### config.mk
export PLATFORM = sky130hd
export DESIGN_NAME = vector_clock_snapshot_unit_flat
export DESIGN_NICKNAME = d
export VERILOG_FILES = /design/src/rtl/core/vcs_pkg.sv /design/src/rtl/core/vcs_req_if.sv /design/src/rtl/core/vcs_rsp_if.sv /design/src/rtl/core/vcs_ram.sv /design/src/rtl/core/vcs_lane.sv /design/src/rtl/core/vcs_merge.sv /design/src/rtl/core/vcs_outq.sv /design/src/rtl/core/vector_clock_snapshot_unit.sv /design/src/flat_wrapper.sv
export SDC_FILE = /design/constraint.sdc
export NUM_CORES = 1
export LEC_CHECK = 0
export BUFFER_PORTS_ARGS = -buffer_cell sky130_fd_sc_hd__buf_4
export CORE_MARGIN = 2
export CORE_UTILIZATION = 63
export CTS_BUF_LIST = sky130_fd_sc_hd__clkbuf_4 sky130_fd_sc_hd__clkbuf_8
export DETAILED_ROUTE_END_ITERATION = 16
export PLACE_DENSITY_LB_ADDON = 0.2
export SLEW_MARGIN = 40
export SYNTH_ARGS = -nofsm -noshare
export SYNTH_HDL_FRONTEND = slang
export SYNTH_HIERARCHICAL = 1
export SYNTH_SLANG_ARGS = --single-unit
### constraint.sdc
create_clock -name clk -period 5.3 [get_ports clk]
set_input_delay 0.265 -clock clk [delete_from_list [all_inputs] [get_ports clk]]
set_output_delay 0.265 -clock clk [all_outputs]
set_load 0.01 [all_outputs]
### src/rtl/core/vcs_pkg.sv
// ============================================================================
// vcs_pkg: shared constants and types of the vector clock snapshot unit
// Request and result codes, widths, lane control and status records, and the
// result record that waits in the output queue.
// ============================================================================
package vcs_pkg;

    localparam int NODE_COUNT    = 3;
    localparam int CHANNEL_DEPTH = 64;
    localparam int ENTRIES       = 3;

    localparam int CLOCK_W  = 16;
    localparam int RANK_W   = 2;
    localparam int KIND_W   = 3;
    localparam int RKIND_W  = 2;
    localparam int FILL_W   = $clog2(CHANNEL_DEPTH + 1);
    localparam int STORE_DEPTH  = NODE_COUNT * CHANNEL_DEPTH;
    localparam int STORE_ADDR_W = $clog2(STORE_DEPTH);
    localparam int STORE_W  = ENTRIES * CLOCK_W;

    localparam logic [CLOCK_W-1:0] CLOCK_MAX = {CLOCK_W{1'b1}};
    localparam bit PAIR_MARKERS = (NODE_COUNT > 2);

    // request kinds
    localparam logic [KIND_W-1:0] KIND_LOCAL   = 3'd0;
    localparam logic [KIND_W-1:0] KIND_SEND    = 3'd1;
    localparam logic [KIND_W-1:0] KIND_RECV    = 3'd2;
    localparam logic [KIND_W-1:0] KIND_START   = 3'd3;
    localparam logic [KIND_W-1:0] KIND_ARRIVAL = 3'd4;
    localparam logic [KIND_W-1:0] KIND_MARKER  = 3'd5;

    // result kinds
    localparam logic [RKIND_W-1:0] RES_REPORT  = 2'd0;
    localparam logic [RKIND_W-1:0] RES_MESSAGE = 2'd1;
    localparam logic [RKIND_W-1:0] RES_MARKER  = 2'd2;
    localparam logic [RKIND_W-1:0] RES_STATUS  = 2'd3;

    typedef logic [ENTRIES-1:0][CLOCK_W-1:0] vcs_clock_t;

    typedef struct packed {
        logic              accept;
        logic [KIND_W-1:0] kind;
        logic [RANK_W-1:0] peer;
        logic [RANK_W-1:0] own_rank;
        logic              snap_taken;
        logic              snap_start;
    } vcs_lane_ctl_t;

    typedef struct packed {
        logic [CLOCK_W-1:0] clock_next;
        logic               store_hit;
        logic               store_full;
        logic [FILL_W-1:0]  fill;
    } vcs_lane_st_t;

    typedef struct packed {
        logic [RKIND_W-1:0] rkind;
        logic [RANK_W-1:0]  dest;
        logic [RANK_W-1:0]  dest2;
        vcs_clock_t         clock;
        logic               saved;
        logic               ovf;
        logic               pair;
    } vcs_rec_t;

endpackage

### src/rtl/core/vcs_req_if.sv
// ============================================================================
// vcs_req_if: request channel
// Valid/ready channel carrying one request of the vector clock unit.
// ============================================================================
interface vcs_req_if import vcs_pkg::*; ();

    logic               valid;
    logic               ready;
    logic [KIND_W-1:0]  kind;
    logic [RANK_W-1:0]  peer_rank;
    logic [CLOCK_W-1:0] msg_clock_0;
    logic [CLOCK_W-1:0] msg_clock_1;
    logic [CLOCK_W-1:0] msg_clock_2;

    modport source (output valid, kind, peer_rank, msg_clock_0, msg_clock_1, msg_clock_2,
                    input ready);
    modport sink (input valid, kind, peer_rank, msg_clock_0, msg_clock_1, msg_clock_2,
                  output ready);

endinterface

### src/rtl/core/vcs_rsp_if.sv
// ============================================================================
// vcs_rsp_if: result channel
// Valid/ready channel carrying one result item of the vector clock unit.
// ============================================================================
interface vcs_rsp_if import vcs_pkg::*; ();

    logic               valid;
    logic               ready;
    logic [RKIND_W-1:0] result_kind;
    logic [RANK_W-1:0]  dest_rank;
    logic [CLOCK_W-1:0] clock_out_0;
    logic [CLOCK_W-1:0] clock_out_1;
    logic [CLOCK_W-1:0] clock_out_2;
    logic               in_transit_saved;
    logic               store_overflow;
    logic               last;

    modport source (output valid, result_kind, dest_rank, clock_out_0, clock_out_1,
                    clock_out_2, in_transit_saved, store_overflow, last,
                    input ready);
    modport sink (input valid, result_kind, dest_rank, clock_out_0, clock_out_1,
                  clock_out_2, in_transit_saved, store_overflow, last,
                  output ready);

endinterface

### src/rtl/core/vcs_ram.sv
// ============================================================================
// vcs_ram: generic single-port-write RAM
// One write port, one read port with registered read data.
// ============================================================================
module vcs_ram #(
    parameter int WIDTH = 8,
    parameter int DEPTH = 16
) (
    input  logic                                   clk,
    input  logic                                   wr_en,
    input  logic [(DEPTH > 1 ? $clog2(DEPTH) : 1)-1:0] wr_addr,
    input  logic [WIDTH-1:0]                       wr_data,
    input  logic [(DEPTH > 1 ? $clog2(DEPTH) : 1)-1:0] rd_addr,
    output logic [WIDTH-1:0]                       rd_data
);

    logic [WIDTH-1:0] mem [DEPTH];

    always_ff @(posedge clk)
    begin
        if (wr_en)
        begin
            mem[wr_addr] <= wr_data;
        end
        rd_data <= mem[rd_addr];
    end

endmodule

### src/rtl/core/vcs_lane.sv
// ============================================================================
// vcs_lane: one clock entry and its incoming channel
// Holds one entry of the local clock plus the closed flag and fill count of
// the channel from the node of the same rank.
// ============================================================================
module vcs_lane import vcs_pkg::*; (
    input  logic               clk,
    input  logic               rst_n,
    input  logic [RANK_W-1:0]  lane_rank,
    input  vcs_lane_ctl_t      ctl,
    input  logic [CLOCK_W-1:0] msg,
    output vcs_lane_st_t       st
);

    logic [CLOCK_W-1:0] clock_reg;
    logic [CLOCK_W-1:0] clock_next;
    logic               closed_reg;
    logic               closed_next;
    logic [FILL_W-1:0]  fill_reg;
    logic [FILL_W-1:0]  fill_next;

    logic               active;
    logic               is_own;
    logic               bump;
    logic               peer_hit;
    logic               open_hit;
    logic               has_room;
    logic [CLOCK_W-1:0] merged;

    always_comb
    begin
        active   = (lane_rank < RANK_W'(NODE_COUNT));
        is_own   = (lane_rank == ctl.own_rank);
        merged   = (active && ctl.kind == KIND_RECV && msg > clock_reg) ? msg : clock_reg;
        bump     = is_own && (ctl.kind inside {KIND_LOCAL, KIND_SEND, KIND_RECV});
        clock_next = (bump && merged != CLOCK_MAX) ? merged + CLOCK_W'(1) : merged;

        peer_hit = active && !is_own && (ctl.peer == lane_rank);
        open_hit = ctl.snap_taken && peer_hit && !closed_reg && (ctl.kind == KIND_ARRIVAL);
        has_room = (fill_reg < FILL_W'(CHANNEL_DEPTH));

        // reopen on the save, then a marker from this peer closes it again
        if (ctl.kind == KIND_MARKER && peer_hit)
            closed_next = 1'b1;
        else if (ctl.snap_start && !is_own)
            closed_next = 1'b0;
        else
            closed_next = closed_reg;

        if (open_hit && has_room)
            fill_next = fill_reg + FILL_W'(1);
        else if (ctl.snap_start && !is_own)
            fill_next = '0;
        else
            fill_next = fill_reg;

        st.clock_next = clock_next;
        st.store_hit  = open_hit && has_room;
        st.store_full = open_hit && !has_room;
        st.fill       = fill_reg;
    end

    always_ff @(posedge clk or negedge rst_n)
    begin
        if (!rst_n)
        begin
            clock_reg  <= '0;
            closed_reg <= 1'b0;
            fill_reg   <= '0;
        end
        else if (ctl.accept)
        begin
            clock_reg  <= clock_next;
            closed_reg <= closed_next;
            fill_reg   <= fill_next;
        end
    end

endmodule

### src/rtl/core/vcs_merge.sv
// ============================================================================
// vcs_merge: lane merge
// Combines the lane results into one result record and the channel store
// write for the current request.
// ============================================================================
module vcs_merge import vcs_pkg::*; (
    input  vcs_lane_ctl_t                   ctl,
    input  vcs_lane_st_t [ENTRIES-1:0]      lane_st,
    input  vcs_clock_t                      msg,
    output vcs_rec_t                        rec,
    output logic                            store_we,
    output logic [STORE_ADDR_W-1:0]         store_addr,
    output logic [STORE_W-1:0]              store_data
);

    logic hit_any;
    logic full_any;

    always_comb
    begin
        hit_any    = 1'b0;
        full_any   = 1'b0;
        store_addr = '0;
        for (int i = 0; i < ENTRIES; i++)
        begin
            hit_any  = hit_any | lane_st[i].store_hit;
            full_any = full_any | lane_st[i].store_full;
            if (lane_st[i].store_hit)
                store_addr = STORE_ADDR_W'(i * CHANNEL_DEPTH)
                           + STORE_ADDR_W'(lane_st[i].fill);
        end
        store_we = ctl.accept && hit_any;

        for (int i = 0; i < ENTRIES; i++)
        begin
            rec.clock[i]   = lane_st[i].clock_next;
            store_data[i*CLOCK_W +: CLOCK_W] = (i < NODE_COUNT) ? msg[i] : '0;
        end

        rec.rkind = RES_REPORT;
        rec.dest  = '0;
        rec.dest2 = '0;
        rec.saved = 1'b0;
        rec.ovf   = 1'b0;
        rec.pair  = 1'b0;

        if (ctl.snap_start)
        begin
            // markers go to every other node in rising rank order
            rec.rkind = RES_MARKER;
            rec.dest  = (ctl.own_rank == '0) ? RANK_W'(1) : RANK_W'(0);
            rec.dest2 = (ctl.own_rank == RANK_W'(2)) ? RANK_W'(1) : RANK_W'(2);
            rec.pair  = PAIR_MARKERS;
        end
        else
        begin
            case (ctl.kind)
                KIND_SEND:
                begin
                    rec.rkind = RES_MESSAGE;
                    rec.dest  = ctl.peer;
                end
                KIND_ARRIVAL:
                begin
                    rec.rkind = RES_STATUS;
                    rec.saved = hit_any;
                    rec.ovf   = full_any;
                end
                KIND_MARKER:
                begin
                    rec.rkind = RES_STATUS;
                end
                default:
                begin
                    rec.rkind = RES_REPORT;
                end
            endcase
        end
    end

endmodule

### src/rtl/core/vcs_outq.sv
// ============================================================================
// vcs_outq: result queue
// Two-record queue in front of the result channel; a marker record is sent as
// two result items.
// ============================================================================
module vcs_outq import vcs_pkg::*; (
    input  logic         clk,
    input  logic         rst_n,
    input  logic         push_valid,
    input  vcs_rec_t     push_rec,
    output logic         push_ready,
    vcs_rsp_if.source    response
);

    vcs_rec_t   rec_q [2];
    logic       head_reg;
    logic       head_next;
    logic [1:0] count_reg;
    logic [1:0] count_next;
    logic       phase_reg;
    logic       phase_next;

    vcs_rec_t   head;
    logic       push;
    logic       pop_fire;
    logic       item_done;
    logic       tail;

    always_comb
    begin
        head       = rec_q[head_reg];
        push_ready = (count_reg != 2'd2);
        push       = push_valid && push_ready;
        tail       = head_reg ^ count_reg[0];

        response.valid            = (count_reg != 2'd0);
        response.result_kind      = head.rkind;
        response.dest_rank        = phase_reg ? head.dest2 : head.dest;
        response.clock_out_0      = head.clock[0];
        response.clock_out_1      = head.clock[1];
        response.clock_out_2      = head.clock[2];
        response.in_transit_saved = head.saved;
        response.store_overflow   = head.ovf;
        response.last             = !head.pair || phase_reg;

        pop_fire  = response.valid && response.ready;
        item_done = pop_fire && (!head.pair || phase_reg);

        head_next  = item_done ? ~head_reg : head_reg;
        phase_next = pop_fire ? !item_done : phase_reg;
        count_next = count_reg + {1'b0, push} - {1'b0, item_done};
    end

    always_ff @(posedge clk)
    begin
        if (push)
        begin
            rec_q[tail] <= push_rec;
        end
    end

    always_ff @(posedge clk or negedge rst_n)
    begin
        if (!rst_n)
        begin
            head_reg  <= 1'b0;
            count_reg <= 2'd0;
            phase_reg <= 1'b0;
        end
        else
        begin
            head_reg  <= head_next;
            count_reg <= count_next;
            phase_reg <= phase_next;
        end
    end

`ifndef NO_ASSERTIONS
    a_count_bound: assert property (@(posedge clk) disable iff (!rst_n)
        count_reg != 2'd3)
        else $error("result queue count out of range");

    a_phase_pair: assert property (@(posedge clk) disable iff (!rst_n)
        phase_reg |-> (head.pair && count_reg != 2'd0))
        else $error("second item phase without a pending marker record");

    a_phase_hold: assert property (@(posedge clk) disable iff (!rst_n)
        (phase_reg && !response.ready) |=> phase_reg)
        else $error("second marker item lost while stalled");
`endif

endmodule

### src/rtl/core/vector_clock_snapshot_unit.sv
// ============================================================================
// vector_clock_snapshot_unit: vector clock with snapshot support
// Keeps one node's vector clock in three parallel lanes, takes the snapshot
// on a start request or the first marker, and records in-transit messages
// per incoming channel.
// ============================================================================
// Results: the first result item of a request comes from the result queue
//   register, behind any records still waiting there.
// Throughput: one request per cycle; a snapshot save gives two marker items from one
//   queue record; request ready drops while both queue records are full.
// Reset: asynchronous, active low; clears clock, snapshot flag, channel flags,
//   fill counts, node_rank and the queue. The channel store is not cleared.
module vector_clock_snapshot_unit import vcs_pkg::*; (
    input  logic               clk,
    input  logic               rst_n,
    input  logic               cfg_wr_en,
    input  logic [RANK_W-1:0]  cfg_wr_data,
    vcs_req_if.sink            request,
    vcs_rsp_if.source          response
);

    logic [RANK_W-1:0] node_rank_reg;
    logic              snap_taken_reg;
    logic              snap_taken_next;

    logic              accept;
    logic              push_ready;
    logic [RANK_W-1:0] own_rank;
    logic              snap_start;
    vcs_clock_t        msg;

    vcs_lane_ctl_t              ctl;
    vcs_lane_st_t [ENTRIES-1:0] lane_st;
    vcs_rec_t                   rec;

    logic                    store_we;
    logic [STORE_ADDR_W-1:0] store_addr;
    logic [STORE_W-1:0]      store_data;

    // A rank past the last node acts as the last node.
    assign own_rank = (node_rank_reg < RANK_W'(NODE_COUNT)) ? node_rank_reg
                                                           : RANK_W'(NODE_COUNT - 1);

    // Accept while the queue has a free record slot; the result side may stall.
    assign request.ready = push_ready;
    assign accept        = request.valid && request.ready;

    // The save happens on a start request or on any marker before the save.
    assign snap_start = !snap_taken_reg
                      && (request.kind == KIND_START || request.kind == KIND_MARKER);
    assign snap_taken_next = snap_taken_reg || (accept && snap_start);

    assign msg[0] = request.msg_clock_0;
    assign msg[1] = request.msg_clock_1;
    assign msg[2] = request.msg_clock_2;

    always_comb
    begin
        ctl.accept     = accept;
        ctl.kind       = request.kind;
        ctl.peer       = request.peer_rank;
        ctl.own_rank   = own_rank;
        ctl.snap_taken = snap_taken_reg;
        ctl.snap_start = snap_start;
    end

    // One lane per clock entry: merge, increment and channel bookkeeping.
    for (genvar g = 0; g < ENTRIES; g++)
    begin : g_lane
        vcs_lane u_lane (
            .clk       (clk),
            .rst_n     (rst_n),
            .lane_rank (RANK_W'(g)),
            .ctl       (ctl),
            .msg       (msg[g]),
            .st        (lane_st[g])
        );
    end

    // Combine the lanes into the result record and the store write.
    vcs_merge u_merge (
        .ctl        (ctl),
        .lane_st    (lane_st),
        .msg        (msg),
        .rec        (rec),
        .store_we   (store_we),
        .store_addr (store_addr),
        .store_data (store_data)
    );

    // In-transit messages, one region of CHANNEL_DEPTH records per sender.
    vcs_ram #(
        .WIDTH (STORE_W),
        .DEPTH (STORE_DEPTH)
    ) u_store (
        .clk     (clk),
        .wr_en   (store_we),
        .wr_addr (store_addr),
        .wr_data (store_data),
        .rd_addr (store_addr),
        .rd_data ()
    );

    // Hold finished records until the result side takes them.
    vcs_outq u_outq (
        .clk        (clk),
        .rst_n      (rst_n),
        .push_valid (request.valid),
        .push_rec   (rec),
        .push_ready (push_ready),
        .response   (response)
    );

    always_ff @(posedge clk or negedge rst_n)
    begin
        if (!rst_n)
        begin
            node_rank_reg  <= '0;
            snap_taken_reg <= 1'b0;
        end
        else
        begin
            if (cfg_wr_en)
            begin
                node_rank_reg <= cfg_wr_data;
            end
            snap_taken_reg <= snap_taken_next;
        end
    end

`ifndef NO_ASSERTIONS
    a_store_after_save: assert property (@(posedge clk) disable iff (!rst_n)
        store_we |-> snap_taken_reg)
        else $error("channel store written before the snapshot was taken");

    a_save_sticks: assert property (@(posedge clk) disable iff (!rst_n)
        (accept && request.kind == KIND_START) |=> snap_taken_reg)
        else $error("snapshot flag not set after a start request");

    a_save_holds: assert property (@(posedge clk) disable iff (!rst_n)
        snap_taken_reg |=> snap_taken_reg)
        else $error("snapshot flag cleared without a reset");
`endif

endmodule

### src/flat_wrapper.sv
// flat-port wrapper written by rule: the top's interface ports become plain ports
module vector_clock_snapshot_unit_flat import vcs_pkg::*;
  (clk, rst_n, cfg_wr_en, cfg_wr_data, request_valid, request_kind, request_peer_rank, request_msg_clock_0, request_msg_clock_1, request_msg_clock_2, request_ready, response_valid, response_result_kind, response_dest_rank, response_clock_out_0, response_clock_out_1, response_clock_out_2, response_in_transit_saved, response_store_overflow, response_last, response_ready);
  vcs_req_if request_i ();
  vcs_rsp_if response_i ();
  input  logic clk;
  input  logic rst_n;
  input  logic cfg_wr_en;
  input  logic [RANK_W-1:0] cfg_wr_data;
  input wire logic [$bits(request_i.valid)-1:0] request_valid;
  input wire logic [$bits(request_i.kind)-1:0] request_kind;
  input wire logic [$bits(request_i.peer_rank)-1:0] request_peer_rank;
  input wire logic [$bits(request_i.msg_clock_0)-1:0] request_msg_clock_0;
  input wire logic [$bits(request_i.msg_clock_1)-1:0] request_msg_clock_1;
  input wire logic [$bits(request_i.msg_clock_2)-1:0] request_msg_clock_2;
  output wire logic [$bits(request_i.ready)-1:0] request_ready;
  output wire logic [$bits(response_i.valid)-1:0] response_valid;
  output wire logic [$bits(response_i.result_kind)-1:0] response_result_kind;
  output wire logic [$bits(response_i.dest_rank)-1:0] response_dest_rank;
  output wire logic [$bits(response_i.clock_out_0)-1:0] response_clock_out_0;
  output wire logic [$bits(response_i.clock_out_1)-1:0] response_clock_out_1;
  output wire logic [$bits(response_i.clock_out_2)-1:0] response_clock_out_2;
  output wire logic [$bits(response_i.in_transit_saved)-1:0] response_in_transit_saved;
  output wire logic [$bits(response_i.store_overflow)-1:0] response_store_overflow;
  output wire logic [$bits(response_i.last)-1:0] response_last;
  input wire logic [$bits(response_i.ready)-1:0] response_ready;
  assign request_i.valid = request_valid;
  assign request_i.kind = request_kind;
  assign request_i.peer_rank = request_peer_rank;
  assign request_i.msg_clock_0 = request_msg_clock_0;
  assign request_i.msg_clock_1 = request_msg_clock_1;
  assign request_i.msg_clock_2 = request_msg_clock_2;
  assign request_ready = request_i.ready;
  assign response_valid = response_i.valid;
  assign response_result_kind = response_i.result_kind;
  assign response_dest_rank = response_i.dest_rank;
  assign response_clock_out_0 = response_i.clock_out_0;
  assign response_clock_out_1 = response_i.clock_out_1;
  assign response_clock_out_2 = response_i.clock_out_2;
  assign response_in_transit_saved = response_i.in_transit_saved;
  assign response_store_overflow = response_i.store_overflow;
  assign response_last = response_i.last;
  assign response_i.ready = response_ready;
  vector_clock_snapshot_unit u_core (.clk(clk), .rst_n(rst_n), .cfg_wr_en(cfg_wr_en), .cfg_wr_data(cfg_wr_data), .request(request_i), .response(response_i));
endmodule
==> metrics.txt, run 1 <==
# TYPE chip_impl_metric gauge
chip_impl_info{name="outcome",value="finished, final reports clean"} 1
chip_impl_metric{name="port-buffer-count",unit=""} 116
chip_impl_info{name="path_cells",value="inv_1 -> ha_1 -> a21oi_1 -> o21ai_0 -> a221o_1 -> o31ai_4 -> buf_4 -> mux2_2 -> nor3_1 -> xor2_1"} 1
chip_impl_metric{name="layout.nets",unit=""} 1464
chip_impl_metric{name="via_cell_ratio",unit=""} 6.27
chip_impl_metric{name="crit_path_max_incr_delay",unit="ns"} 0.55
chip_impl_metric{name="netlist_area",unit="sq mm"} 0.0129
chip_impl_metric{name="finish.utilization",unit=""} 0.701
chip_impl_metric{name="largest_net_degree_at_the_start_of_global_routing",unit=""} 59
chip_impl_metric{name="maxCapViolCount",unit=""} 0
chip_impl_metric{name="cts_buffers",unit=""} 17
chip_impl_metric{name="setup_viol",unit=""} 0
chip_impl_metric{name="total_negative_slack",unit="ns"} 0
chip_impl_metric{name="hold_violations",unit=""} 0
chip_impl_metric{name="clock_power_share",unit=""} 0.177
chip_impl_metric{name="start_util",unit=""} 0.642
chip_impl_info{name="critPathCaptureType",value="register"} 1
chip_impl_info{name="grt_setup_unrepaired",value="false"} 1
chip_impl_info{name="tritoncts",value="yes"} 1
chip_impl_metric{name="clock_path_buffers",unit=""} 2
chip_impl_metric{name="power_switching",unit="uW"} 2030
chip_impl_metric{name="clock_insertion_delay_worst_skew",unit="ns"} 0.48
chip_impl_metric{name="design.die.area",unit="sq mm"} 0.0217
chip_impl_metric{name="synth.avg_cell_area",unit="sq um"} 10.1
chip_impl_metric{name="die_h",unit="um"} 147
chip_impl_metric{name="route.detailed.wl_per_inst",unit="um"} 18.8
chip_impl_metric{name="period_needed",unit="ns"} 3.83
chip_impl_metric{name="areaGrowthSynthToFinish",unit="%"} 9.26
chip_impl_metric{name="worst_case_headroom_to_the_max_slew_limit",unit=""} 0.420
chip_impl_metric{name="slew_viol_final",unit=""} 0
chip_impl_metric{name="final_hpwl_dp",unit="mm"} 21.9
chip_impl_metric{name="vias",unit=""} 10200
chip_impl_metric{name="ys.warnings.count",unit=""} 6
chip_impl_metric{name="max_freq",unit="GHz"} 0.261
chip_impl_info{name="cp_top_family",value="compound AO/OA/AOI/OAI gates"} 1
chip_impl_metric{name="die-width",unit="um"} 147
chip_impl_metric{name="timing.final.crit_share",unit=""} 0.723
chip_impl_metric{name="finalWirelength",unit="mm"} 30.7
chip_impl_metric{name="fin_skew",unit="ns"} 0.0206
chip_impl_metric{name="comb_power_share",unit=""} 0.404
chip_impl_metric{name="max_slew.worst_pin.slew",unit="ns"} 0.867
chip_impl_metric{name="cts_setup_buffers",unit=""} 0
chip_impl_metric{name="antenna_diodes",unit=""} 0
chip_impl_info{name="clock-root-buffer",value="sky130_fd_sc_hd__clkbuf_8"} 1
chip_impl_metric{name="number_of_design_rule_violations_left_after_detail_routing",unit=""} 0
chip_impl_metric{name="tritoncts_sink_count",unit=""} 193
chip_impl_metric{name="p_int",unit="uW"} 3430
chip_impl_metric{name="grt_pass1_wl",unit="mm"} 50.0
chip_impl_metric{name="drt_pre_antenna_iters",unit=""} 7
chip_impl_metric{name="path_clk_slew",unit="ns"} 0.11
chip_impl_metric{name="num_rows",unit=""} 52
chip_impl_metric{name="gpl.final_weighted_congestion",unit=""} 0.934
chip_impl_metric{name="crit_buf_inv",unit=""} 2
chip_impl_metric{name="first_global_vias",unit=""} 10100
chip_impl_metric{name="total_leakage_power",unit="uW"} 0.00565
chip_impl_metric{name="cp_data_required_time",unit="ns"} 5.55
chip_impl_metric{name="number_of_antenna_violations_at_the_first_check_in_global_routing",unit=""} 0
chip_impl_metric{name="post_cts_resized",unit=""} 0
chip_impl_metric{name="grt_util_all_layers",unit=""} 0.287
chip_impl_metric{name="timing.critical_path.fanout_max",unit=""} 30
chip_impl_metric{name="switching_share",unit=""} 0.372
chip_impl_info{name="criticalPathCategory",value="reg -> reg"} 1
chip_impl_metric{name="seq_power_share",unit=""} 0.419
chip_impl_info{name="critical-path-slowest-cell",value="sky130_fd_sc_hd__o31ai_4"} 1
chip_impl_metric{name="io_pins",unit=""} 117
chip_impl_metric{name="post_route_cells_drive_above_1_share",unit=""} 0.210
chip_impl_metric{name="first_iter_violations",unit=""} 761
chip_impl_metric{name="core_area",unit="sq mm"} 0.0202
chip_impl_metric{name="globalRouteOverflowTotal",unit=""} 0
chip_impl_metric{name="netlist_instances",unit=""} 1276
chip_impl_metric{name="cts_max_level",unit=""} 4
chip_impl_metric{name="drtAntennaViolNets",unit=""} 0
chip_impl_info{name="timing.hold.worst.class",value="in -> reg"} 1
chip_impl_metric{name="power.density",unit="mW/mm^2"} 387
chip_impl_metric{name="timing.critical_path.arrival",unit="ns"} 4.09
chip_impl_metric{name="largest_register_ffs",unit=""} 114
chip_impl_info{name="setup.worst_path.start_class",value="register"} 1
chip_impl_metric{name="ir_drop",unit="mV"} 0.352
[layout by cell type, fill, tap and decap left out, types with 6 or more instances in the layout]
cell,count
sky130_fd_sc_hd__a221oi_1,6
sky130_fd_sc_hd__and2_1,16
sky130_fd_sc_hd__and4_1,15
sky130_fd_sc_hd__buf_4,131
sky130_fd_sc_hd__inv_1,58
sky130_fd_sc_hd__o21ai_0,44
sky130_fd_sc_hd__o41ai_1,9
sky130_fd_sc_hd__ha_1,52
sky130_fd_sc_hd__nor4_1,6
sky130_fd_sc_hd__inv_6,6
sky130_fd_sc_hd__nor3_1,27
sky130_fd_sc_hd__mux2i_1,50
sky130_fd_sc_hd__or3_1,12
sky130_fd_sc_hd__o211ai_1,10
sky130_fd_sc_hd__nand2_1,134
sky130_fd_sc_hd__a211o_1,15
sky130_fd_sc_hd__nor2_1,83
sky130_fd_sc_hd__a31oi_1,9
sky130_fd_sc_hd__xnor2_1,35
sky130_fd_sc_hd__a22oi_1,9
sky130_fd_sc_hd__and3_1,9
sky130_fd_sc_hd__mux2_2,75
sky130_fd_sc_hd__edfxtp_1,114
sky130_fd_sc_hd__a22o_1,15
sky130_fd_sc_hd__dfrtp_1,78
sky130_fd_sc_hd__a21o_1,12
sky130_fd_sc_hd__a211oi_1,6
sky130_fd_sc_hd__o221ai_1,9
sky130_fd_sc_hd__conb_1,24
sky130_fd_sc_hd__clkbuf_8,17
sky130_fd_sc_hd__xor2_1,16
sky130_fd_sc_hd__a21oi_1,59
sky130_fd_sc_hd__nand3_1,52
sky130_fd_sc_hd__nand4_1,33
sky130_fd_sc_hd__nor2b_1,7
[final timing paths]
kind,from,endpoint,slack (ns),depth (start not counted)
min reg2reg,u_core/g_lane[2].u_lane/closed_reg,u_core/g_lane[2].u_lane/closed_reg,0.51,1
max reg2reg,u_core/g_lane[1].u_lane/clock_reg[5],u_core/u_outq/rec_q[0][32],1.47,10
max in group asynchronous,rst_n,u_core/u_outq/head_reg,3.93,3
min in group asynchronous,rst_n,u_core/node_rank_reg[1],0.26,2
max,u_core/g_lane[1].u_lane/clock_reg[5],u_core/u_outq/rec_q[0][32],1.47,10
min,cfg_wr_data[1],u_core/node_rank_reg[1],0.03,2
[metrics by stage]
stage	worst slack, ns	power, uW	hold slack (ns)	area, sq um	instances
finish	1.47	5470	0.0270	14100	1635
global route	1.31	5770	0.00373	14100	1635
CTS	1.53	5490	0.00525	14100	1635
global placement	1.55	4440	0.245	13700	1600
floorplan	1.36	3850	-0.0306	13000	1298
detailed placement	1.57	4520	0.232	13700	1601
[layout make-up]
| type | count | area, sq um |
|---|---|---|
| Multi-Input combinational cell | 945 | 6770 |
| Fill cell | 1621 | 6030 |
| Sequential cell | 193 | 5400 |
| Timing Repair Buffer | 134 | 1010 |
| Tap cell | 270 | 338 |
| Clock buffer | 18 | 241 |
| Inverter | 61 | 229 |
| Clock inverter | 14 | 146 |
[per-layer routing]
layer / wire length, um / share of wire / global-route usage
met1: 13200 / 0.43 / 0.384
met2: 14900 / 0.49 / 0.486
met3: 1840 / 0.060 / 0.0335
met4: 697 / 0.023 / 0.102
met5: 0 / 0 / 0
[power groups by stage]
stage          combinational, uW  sequential, uW  clock [uW]
2_1_floorplan               1590            2260           0
3_3_place_gp                2140            2300           0
3_5_place_dp                2200            2320           0
4_1_cts                     2210            2290         987
5_1_grt                     2400            2330        1030
6_report                    2210            2290         966
[timing repair]
item	4_1_cts	5_1_grt
hold endpoints to repair	30	0
setup endpoints to repair	0	0
hold buffers	2	0
No activity file was read; power rests on OpenSTA's default activity.
==> inputs of run 2 (changes only) <==
==> constraint.sdc (replaced) <==
create_clock -name clk -period 3.95 [get_ports clk]
set_input_delay 0.1975 -clock clk [delete_from_list [all_inputs] [get_ports clk]]
set_output_delay 0.1975 -clock clk [all_outputs]
set_load 0.01 [all_outputs]
==> run 2 against run 1 <==
  * First-iteration DRC count rose by 12%
  * Critical path depth up 1
  * Fmax is 6.3% higher
  * Clock skew decreased by 0.0031 ns
  * Sequential share of layout area decreased by 0.41 points
  * Total power increased by 35%
  * Sequential cell count is the same
  * Via count about the same
  * Clock-buffer cell count fell by 1
==> metrics.txt, run 2 (synthesis gave the netlist of run 1 again) <==
# TYPE chip_impl_metric gauge
chip_impl_metric{name="max_freq",unit="GHz"} 0.277
chip_impl_metric{name="start_util",unit=""} 0.642
chip_impl_metric{name="ir_drop",unit="mV"} 0.288
chip_impl_info{name="outcome",value="finished, final reports clean"} 1
chip_impl_metric{name="setup_viol",unit=""} 0
chip_impl_metric{name="antenna_diodes",unit=""} 0
chip_impl_metric{name="final_hpwl_dp",unit="mm"} 22.1
chip_impl_info{name="clock-root-buffer",value="sky130_fd_sc_hd__clkbuf_8"} 1
chip_impl_info{name="path_cells",value="inv_1 -> ha_1 -> nand4_1 -> nor4_1 -> a21boi_2 -> o31a_1 -> buf_4 -> mux2i_2 -> nand2_1 -> a211o_1 -> a22oi_1"} 1
chip_impl_metric{name="slew_viol_final",unit=""} 0
chip_impl_metric{name="total_negative_slack",unit="ns"} 0
chip_impl_info{name="most-common-layout-cells",value="sky130_fd_sc_hd__buf_4, sky130_fd_sc_hd__nand2_1, sky130_fd_sc_hd__edfxtp_1"} 1
chip_impl_info{name="grt_setup_unrepaired",value="false"} 1
chip_impl_metric{name="crit_path_max_incr_delay",unit="ns"} 0.46
chip_impl_info{name="tritoncts",value="yes"} 1
chip_impl_metric{name="cp_data_required_time",unit="ns"} 4.33
chip_impl_metric{name="design.die.area",unit="sq mm"} 0.0217
chip_impl_metric{name="comb_power_share",unit=""} 0.400
chip_impl_metric{name="cts_setup_buffers",unit=""} 0
chip_impl_metric{name="port-buffer-count",unit=""} 116
chip_impl_metric{name="switching_share",unit=""} 0.366
chip_impl_metric{name="grt_util_all_layers",unit=""} 0.283
chip_impl_metric{name="core_area",unit="sq mm"} 0.0202
chip_impl_metric{name="route.detailed.wl_per_inst",unit="um"} 18.3
chip_impl_metric{name="post_route_cells_drive_above_1_share",unit=""} 0.213
chip_impl_metric{name="globalRouteOverflowTotal",unit=""} 0
chip_impl_metric{name="drtAntennaViolNets",unit=""} 0
chip_impl_metric{name="power_switching",unit="uW"} 2710
chip_impl_metric{name="timing.final.crit_share",unit=""} 0.913
chip_impl_metric{name="tritoncts_sink_count",unit=""} 193
chip_impl_metric{name="drt_pre_antenna_iters",unit=""} 6
chip_impl_metric{name="path_clk_slew",unit="ns"} 0.11
chip_impl_info{name="timing.hold.worst.class",value="in -> reg"} 1
chip_impl_info{name="critPathCaptureType",value="register"} 1
chip_impl_metric{name="via_cell_ratio",unit=""} 6.22
chip_impl_info{name="leading_cell_type_in_the_layout_fill_and_taps_excluded",value="sky130_fd_sc_hd__buf_4"} 1
chip_impl_metric{name="total_leakage_power",unit="uW"} 0.00573
chip_impl_metric{name="largest_register_ffs",unit=""} 114
chip_impl_metric{name="number_of_antenna_violations_at_the_first_check_in_global_routing",unit=""} 0
chip_impl_info{name="setup.worst_path.start_class",value="register"} 1
chip_impl_metric{name="fin_skew",unit="ns"} 0.0176
chip_impl_metric{name="number_of_design_rule_violations_left_after_detail_routing",unit=""} 0
chip_impl_metric{name="clock_path_buffers",unit=""} 2
chip_impl_info{name="criticalPathCategory",value="reg -> reg"} 1
chip_impl_metric{name="design_power_total",unit="uW"} 7410
chip_impl_metric{name="largest_net_degree_at_the_start_of_global_routing",unit=""} 55
chip_impl_info{name="worstHoldStart",value="request_valid"} 1
chip_impl_metric{name="first_iter_violations",unit=""} 856
chip_impl_metric{name="worst_hold_slack",unit="ns"} 0.0676
chip_impl_metric{name="clock_insertion_delay_worst_skew",unit="ns"} 0.48
chip_impl_metric{name="power.density",unit="mW/mm^2"} 518
chip_impl_metric{name="timing.critical_path.arrival",unit="ns"} 3.98
chip_impl_metric{name="p_int",unit="uW"} 4700
chip_impl_metric{name="timing.final.ws_setup",unit="ns"} 0.346
chip_impl_metric{name="layout.nets",unit=""} 1478
chip_impl_metric{name="post-place-ws",unit="ns"} 0.365
chip_impl_metric{name="cts_max_level",unit=""} 4
chip_impl_metric{name="period_needed",unit="ns"} 3.60
chip_impl_metric{name="clock_power_share",unit=""} 0.181
chip_impl_metric{name="areaGrowthSynthToFinish",unit="%"} 10.5
chip_impl_info{name="worstReg2RegStart",value="u_core/g_lane[2].u_lane/clock_reg[14]"} 1
chip_impl_metric{name="num_rows",unit=""} 52
chip_impl_metric{name="finalWirelength",unit="mm"} 30.3
chip_impl_metric{name="die_h",unit="um"} 147
chip_impl_info{name="critical-path-slowest-cell",value="sky130_fd_sc_hd__o31a_1"} 1
chip_impl_metric{name="hold_violations",unit=""} 0
chip_impl_metric{name="maxCapViolCount",unit=""} 0
chip_impl_metric{name="cts_buffers",unit=""} 17
chip_impl_metric{name="worst_case_headroom_to_the_max_slew_limit",unit=""} 0.457
chip_impl_metric{name="vias",unit=""} 10300
chip_impl_metric{name="timing.critical_path.fanout_max",unit=""} 14
chip_impl_metric{name="gpl.final_weighted_congestion",unit=""} 0.983
chip_impl_metric{name="io_pins",unit=""} 117
chip_impl_metric{name="first_global_vias",unit=""} 9794
chip_impl_metric{name="seq_power_share",unit=""} 0.419
chip_impl_info{name="critPathLaunch",value="u_core/g_lane[2].u_lane/clock_reg[14]"} 1
chip_impl_metric{name="max_slew.worst_pin.slew",unit="ns"} 0.815
chip_impl_metric{name="grt_pass1_wl",unit="mm"} 49.3
chip_impl_metric{name="die-width",unit="um"} 147
run 2: critical path: cells and delay by family, from the launching register on:
kind	cells	cell delay, ns
adders and majority gates	1	0.30
AOI/OAI and AO/OA	4	1.26
DFF	1	0.42
and+or+nand+nor	3	0.74
muxes	1	0.35
buffers and inverters	2	0.42
run 2: metrics by stage:
step,cells,util,area (sq um)
floorplan,1298,-,13000
global placement,1612,0.686,13800
detailed placement,1612,0.686,13800
CTS,1649,0.708,14300
global route,1649,0.709,14300
finish,1649,0.709,14300
run 2: power by group through the flow:
stage | Sequential [uW] | Combinational (uW) | Clock [uW]
after CTS | 3100 | 2960 | 1360
after global placement | 3110 | 2880 | 0
after floorplan | 3040 | 2130 | 0
final | 3100 | 2970 | 1340
after detailed placement | 3140 | 2940 | 0
after global routing | 3160 | 3240 | 1450
run 2: path summary, 6_finish.rpt:
kind | to | slack, ns | cells after the start
worst min-delay path | u_core/snap_taken_reg | 0.07 | 3
min in group asynchronous | u_core/g_lane[2].u_lane/fill_reg[1] | 0.25 | 2
worst min register to register | u_core/g_lane[2].u_lane/closed_reg | 0.50 | 1
max in group asynchronous | u_core/g_lane[1].u_lane/clock_reg[14] | 2.89 | 3
worst max register to register | u_core/g_lane[2].u_lane/clock_reg[12] | 0.35 | 11
worst max-delay path | u_core/g_lane[2].u_lane/clock_reg[12] | 0.35 | 11
run 2: final cells by class:
| cell class | instances | area (sq um) |
|---|---|---|
| inverter | 61 | 229 |
| clock inverter | 15 | 174 |
| clock buffer | 17 | 234 |
| sequential | 193 | 5400 |
| multi-input combinational | 945 | 6760 |
| tap | 270 | 338 |
| timing repair buffer | 148 | 1150 |
| fill | 1563 | 5880 |
run 2: timing repair:
item                                   CTS  global route
resized for setup                        0             1
hold buffers                             5             0
endpoints found under the hold margin   55             0
setup endpoints to repair                0             1
run 2: per-layer routing:
| layer | part of all wire | vias to the layer above | GRT usage |
|---|---|---|---|
| met5 | 0 | - | 0 |
| met2 | 0.48 | 413 | 0.466 |
| li1 | - | 4856 | - |
| met4 | 0.017 | 0 | 0.0870 |
| met1 | 0.44 | 4943 | 0.391 |
| met3 | 0.062 | 40 | 0.0425 |
==> inputs of run 3 (changes only) <==
--- a/config.mk
+++ b/config.mk
@@ -11,6 +11,7 @@
 export CTS_BUF_LIST = sky130_fd_sc_hd__clkbuf_4 sky130_fd_sc_hd__clkbuf_8
 export DETAILED_ROUTE_END_ITERATION = 16
 export PLACE_DENSITY_LB_ADDON = 0.2
+export RECOVER_POWER = 100
 export SLEW_MARGIN = 40
 export SYNTH_ARGS = -nofsm -noshare
 export SYNTH_HDL_FRONTEND = slang
==> run 3 against run 2 <==
  * The run now ends with max-capacitance violations, max-slew violations left
  * Setup slack worse by 0.051 ns
  * Critical path depth stayed put
  * Fmax is 1.4% lower
  * Largest power group unchanged
==> metrics.txt, run 3 (synthesis gave the netlist of run 1 again) <==
# TYPE chip_impl_metric gauge
chip_impl_metric{name="worst_case_headroom_to_the_max_slew_limit",unit=""} -0.589
chip_impl_metric{name="route.detailed.wl_per_inst",unit="um"} 18.4
chip_impl_metric{name="design.die.area",unit="sq mm"} 0.0217
chip_impl_metric{name="number_of_design_rule_violations_left_after_detail_routing",unit=""} 0
chip_impl_info{name="violations_in_the_final_reports",value="max-capacitance violations, max-slew violations"} 1
chip_impl_info{name="critical-path-slowest-cell",value="sky130_fd_sc_hd__clkbuf_1"} 1
chip_impl_metric{name="die_h",unit="um"} 147
chip_impl_metric{name="layout.nets",unit=""} 1478
chip_impl_info{name="critPathCaptureType",value="register"} 1
chip_impl_metric{name="p_int",unit="uW"} 4500
chip_impl_metric{name="final_hpwl_dp",unit="mm"} 22.1
chip_impl_info{name="leading_cell_type_in_the_layout_fill_and_taps_excluded",value="sky130_fd_sc_hd__nand2_1"} 1
chip_impl_metric{name="largest_register_ffs",unit=""} 114
chip_impl_metric{name="max_slew.worst_pin.slew",unit="ns"} 2.38
chip_impl_metric{name="areaGrowthSynthToFinish",unit="%"} 8.19
chip_impl_metric{name="drtAntennaViolNets",unit=""} 0
chip_impl_metric{name="timing.critical_path.arrival",unit="ns"} 4.05
chip_impl_info{name="hold-path-endpoint",value="u_core/snap_taken_reg"} 1
chip_impl_metric{name="total_leakage_power",unit="uW"} 0.00551
chip_impl_info{name="path_cells",value="inv_1 -> ha_1 -> a21oi_1 -> o21ai_0 -> a221o_1 -> o31ai_4 -> clkbuf_1 -> mux2i_1 -> a2111oi_4 -> mux2_2 -> a21oi_1"} 1
chip_impl_metric{name="design_area",unit="sq mm"} 0.0140
chip_impl_metric{name="finish.utilization",unit=""} 0.694
chip_impl_metric{name="ir_drop",unit="mV"} 0.282
chip_impl_metric{name="cp_data_required_time",unit="ns"} 4.35
chip_impl_info{name="worstHoldStart",value="request_valid"} 1
chip_impl_metric{name="crit_path_max_incr_delay",unit="ns"} 0.50
chip_impl_metric{name="via_cell_ratio",unit=""} 6.20
chip_impl_metric{name="num_rows",unit=""} 52
chip_impl_metric{name="timing.final.crit_share",unit=""} 0.925
chip_impl_metric{name="first_global_vias",unit=""} 9794
chip_impl_info{name="outcome",value="complete, but fails checks"} 1
chip_impl_metric{name="period_needed",unit="ns"} 3.66
chip_impl_metric{name="post_route_cells_drive_above_1_share",unit=""} 0.154
chip_impl_metric{name="tritoncts_sink_count",unit=""} 193
chip_impl_metric{name="slew_viol_final",unit=""} 81
chip_impl_metric{name="max_freq",unit="GHz"} 0.274
chip_impl_metric{name="switching_share",unit=""} 0.375
chip_impl_metric{name="min_path_cells",unit=""} 3
chip_impl_metric{name="die-width",unit="um"} 147
chip_impl_metric{name="clock_path_buffers",unit=""} 2
chip_impl_metric{name="fin_skew",unit="ns"} 0.0178
chip_impl_metric{name="power_switching",unit="uW"} 2700
chip_impl_metric{name="number_of_antenna_violations_at_the_first_check_in_global_routing",unit=""} 0
chip_impl_metric{name="setup_viol",unit=""} 0
chip_impl_info{name="capture_instance_of_the_worst_register_to_register_path",value="u_core/g_lane[1].u_lane/clock_reg[1]"} 1
chip_impl_metric{name="port-buffer-count",unit=""} 116
chip_impl_metric{name="cts_max_level",unit=""} 4
chip_impl_metric{name="io_pins",unit=""} 117
chip_impl_info{name="timing.hold.worst.class",value="in -> reg"} 1
chip_impl_info{name="setup.worst_path.start_class",value="register"} 1
chip_impl_metric{name="antenna_diodes",unit=""} 0
chip_impl_metric{name="seq_power_share",unit=""} 0.432
chip_impl_metric{name="vias",unit=""} 10200
chip_impl_metric{name="cts_buffers",unit=""} 17
chip_impl_metric{name="power.density",unit="mW/mm^2"} 514
chip_impl_metric{name="largest_net_degree_at_the_start_of_global_routing",unit=""} 55
chip_impl_info{name="grt_setup_unrepaired",value="false"} 1
chip_impl_metric{name="drt_pre_antenna_iters",unit=""} 5
chip_impl_metric{name="maxCapViolCount",unit=""} 3
chip_impl_metric{name="start_util",unit=""} 0.642
chip_impl_metric{name="regToRegSetupSlack",unit="ns"} 0.29
chip_impl_info{name="most-common-layout-cells",value="sky130_fd_sc_hd__nand2_1, sky130_fd_sc_hd__edfxtp_1, sky130_fd_sc_hd__buf_4"} 1
chip_impl_metric{name="grt_pass1_wl",unit="mm"} 49.3
chip_impl_metric{name="first_iter_violations",unit=""} 868
chip_impl_metric{name="placement.cell_area",unit="sq mm"} 0.0138
chip_impl_metric{name="grt_util_all_layers",unit=""} 0.283
chip_impl_metric{name="clock_insertion_delay_worst_skew",unit="ns"} 0.47
chip_impl_metric{name="core_area",unit="sq mm"} 0.0202
chip_impl_metric{name="finalWirelength",unit="mm"} 30.3
chip_impl_info{name="criticalPathCategory",value="reg -> reg"} 1
chip_impl_info{name="tritoncts",value="yes"} 1
chip_impl_metric{name="comb_power_share",unit=""} 0.382
chip_impl_metric{name="path_clk_slew",unit="ns"} 0.11
chip_impl_metric{name="timing.critical_path.fanout_max",unit=""} 9
chip_impl_metric{name="hold_violations",unit=""} 0
chip_impl_info{name="critical-path-top-cell-by-count",value="sky130_fd_sc_hd__a21oi_1"} 1
chip_impl_info{name="worstReg2RegStart",value="u_core/g_lane[1].u_lane/clock_reg[5]"} 1
chip_impl_metric{name="gpl.final_weighted_congestion",unit=""} 0.983
chip_impl_metric{name="globalRouteOverflowTotal",unit=""} 0
chip_impl_metric{name="worst_r2r_path_cells",unit=""} 11
chip_impl_info{name="clock-root-buffer",value="sky130_fd_sc_hd__clkbuf_8"} 1
chip_impl_metric{name="clock_power_share",unit=""} 0.186
chip_impl_metric{name="total_negative_slack",unit="ns"} 0
run 3: cell count changes in the layout (fill, tap and decap cells not counted), moves of 4 or more:
cell / previous run / this run
sky130_fd_sc_hd__mux2_1: 0 / 14
sky130_fd_sc_hd__buf_4: 140 / 84
sky130_fd_sc_hd__and2_0: 0 / 9
sky130_fd_sc_hd__mux2_2: 75 / 61
sky130_fd_sc_hd__mux2i_1: 50 / 54
sky130_fd_sc_hd__clkbuf_2: 0 / 4
sky130_fd_sc_hd__and2_1: 16 / 8
sky130_fd_sc_hd__clkbuf_1: 0 / 52
run 3: through the flow:
step | worst slack, ns | hold WS (ns) | total power, uW | instances
6_report | 0.295 | 0.0730 | 7200 | 1649
3_3_place_gp | 0.440 | 0.331 | 6000 | 1612
5_1_grt | 0.102 | 0.0548 | 7640 | 1649
4_1_cts | 0.361 | 0.0410 | 7420 | 1649
2_1_floorplan | 0.00634 | -0.0981 | 5170 | 1298
3_5_place_dp | 0.365 | 0.333 | 6080 | 1612
run 3: area by class of cell:
class                           count  area (sq um)
Tap cell                          270           338
Timing Repair Buffer              148           947
Clock inverter                     15           174
Clock buffer                       17           234
Multi-Input combinational cell    945          6680
Fill cell                        1626          6170
Inverter                           61           229
Sequential cell                   193          5400
run 3: what timing repair did:
action                                  in CTS  in global routing
gates resized for setup                      0                  1
endpoints found under the hold margin       55                  0
buffers inserted                             0                  0
endpoints found under the setup margin       0                  1
hold buffers                                 5                  0
run 3: routing by layer:
metal,wire length (um),global-route usage,vias up
li1,-,-,4846
met1,13300,0.391,4935
met2,14500,0.466,402
met3,1990,0.0425,33
met4,471,0.0870,0
met5,0,0,-
run 3: worst max-delay path, delay by kind of cell, from the launching register on:
kind | cells | cell delay (ns)
buffers and inverters | 2 | 0.64
multiplexers | 2 | 0.66
flip-flops | 1 | 0.46
AO/OA/AOI/OAI | 6 | 1.52
adder cells (fa/ha/maj) | 1 | 0.31
run 3: power by group through the flow:
| stage | Combinational (uW) | Clock [uW] | Sequential [uW] |
|---|---|---|---|
| global route | 3020 | 1450 | 3170 |
| global placement | 2880 | 0 | 3110 |
| CTS | 2960 | 1360 | 3100 |
| finish | 2750 | 1340 | 3110 |
| detailed placement | 2940 | 0 | 3140 |
| floorplan | 2130 | 0 | 3040 |
run 3: worst max path at each step:
| stage | startpoint | end | slack (ns) | cells past startpoint |
|---|---|---|---|---|
| 4_1_cts | u_core/g_lane[0].u_lane/clock_reg[11] | u_core/g_lane[0].u_lane/clock_reg[14] | 0.36 | 11 |
| 6_report | u_core/g_lane[1].u_lane/clock_reg[5] | u_core/g_lane[1].u_lane/clock_reg[1] | 0.29 | 11 |
| 2_1_floorplan | u_core/u_outq/count_reg[1] | u_core/u_outq/rec_q[0][0] | 0.006 | 4 |
| 3_3_place_gp | u_core/g_lane[2].u_lane/clock_reg[11] | u_core/g_lane[2].u_lane/clock_reg[12] | 0.44 | 11 |
| 5_1_grt | u_core/g_lane[2].u_lane/clock_reg[11] | u_core/u_outq/rec_q[0][43] | 0.10 | 10 |
| 3_5_place_dp | u_core/g_lane[0].u_lane/clock_reg[11] | u_core/u_outq/rec_q[1][17] | 0.37 | 10 |
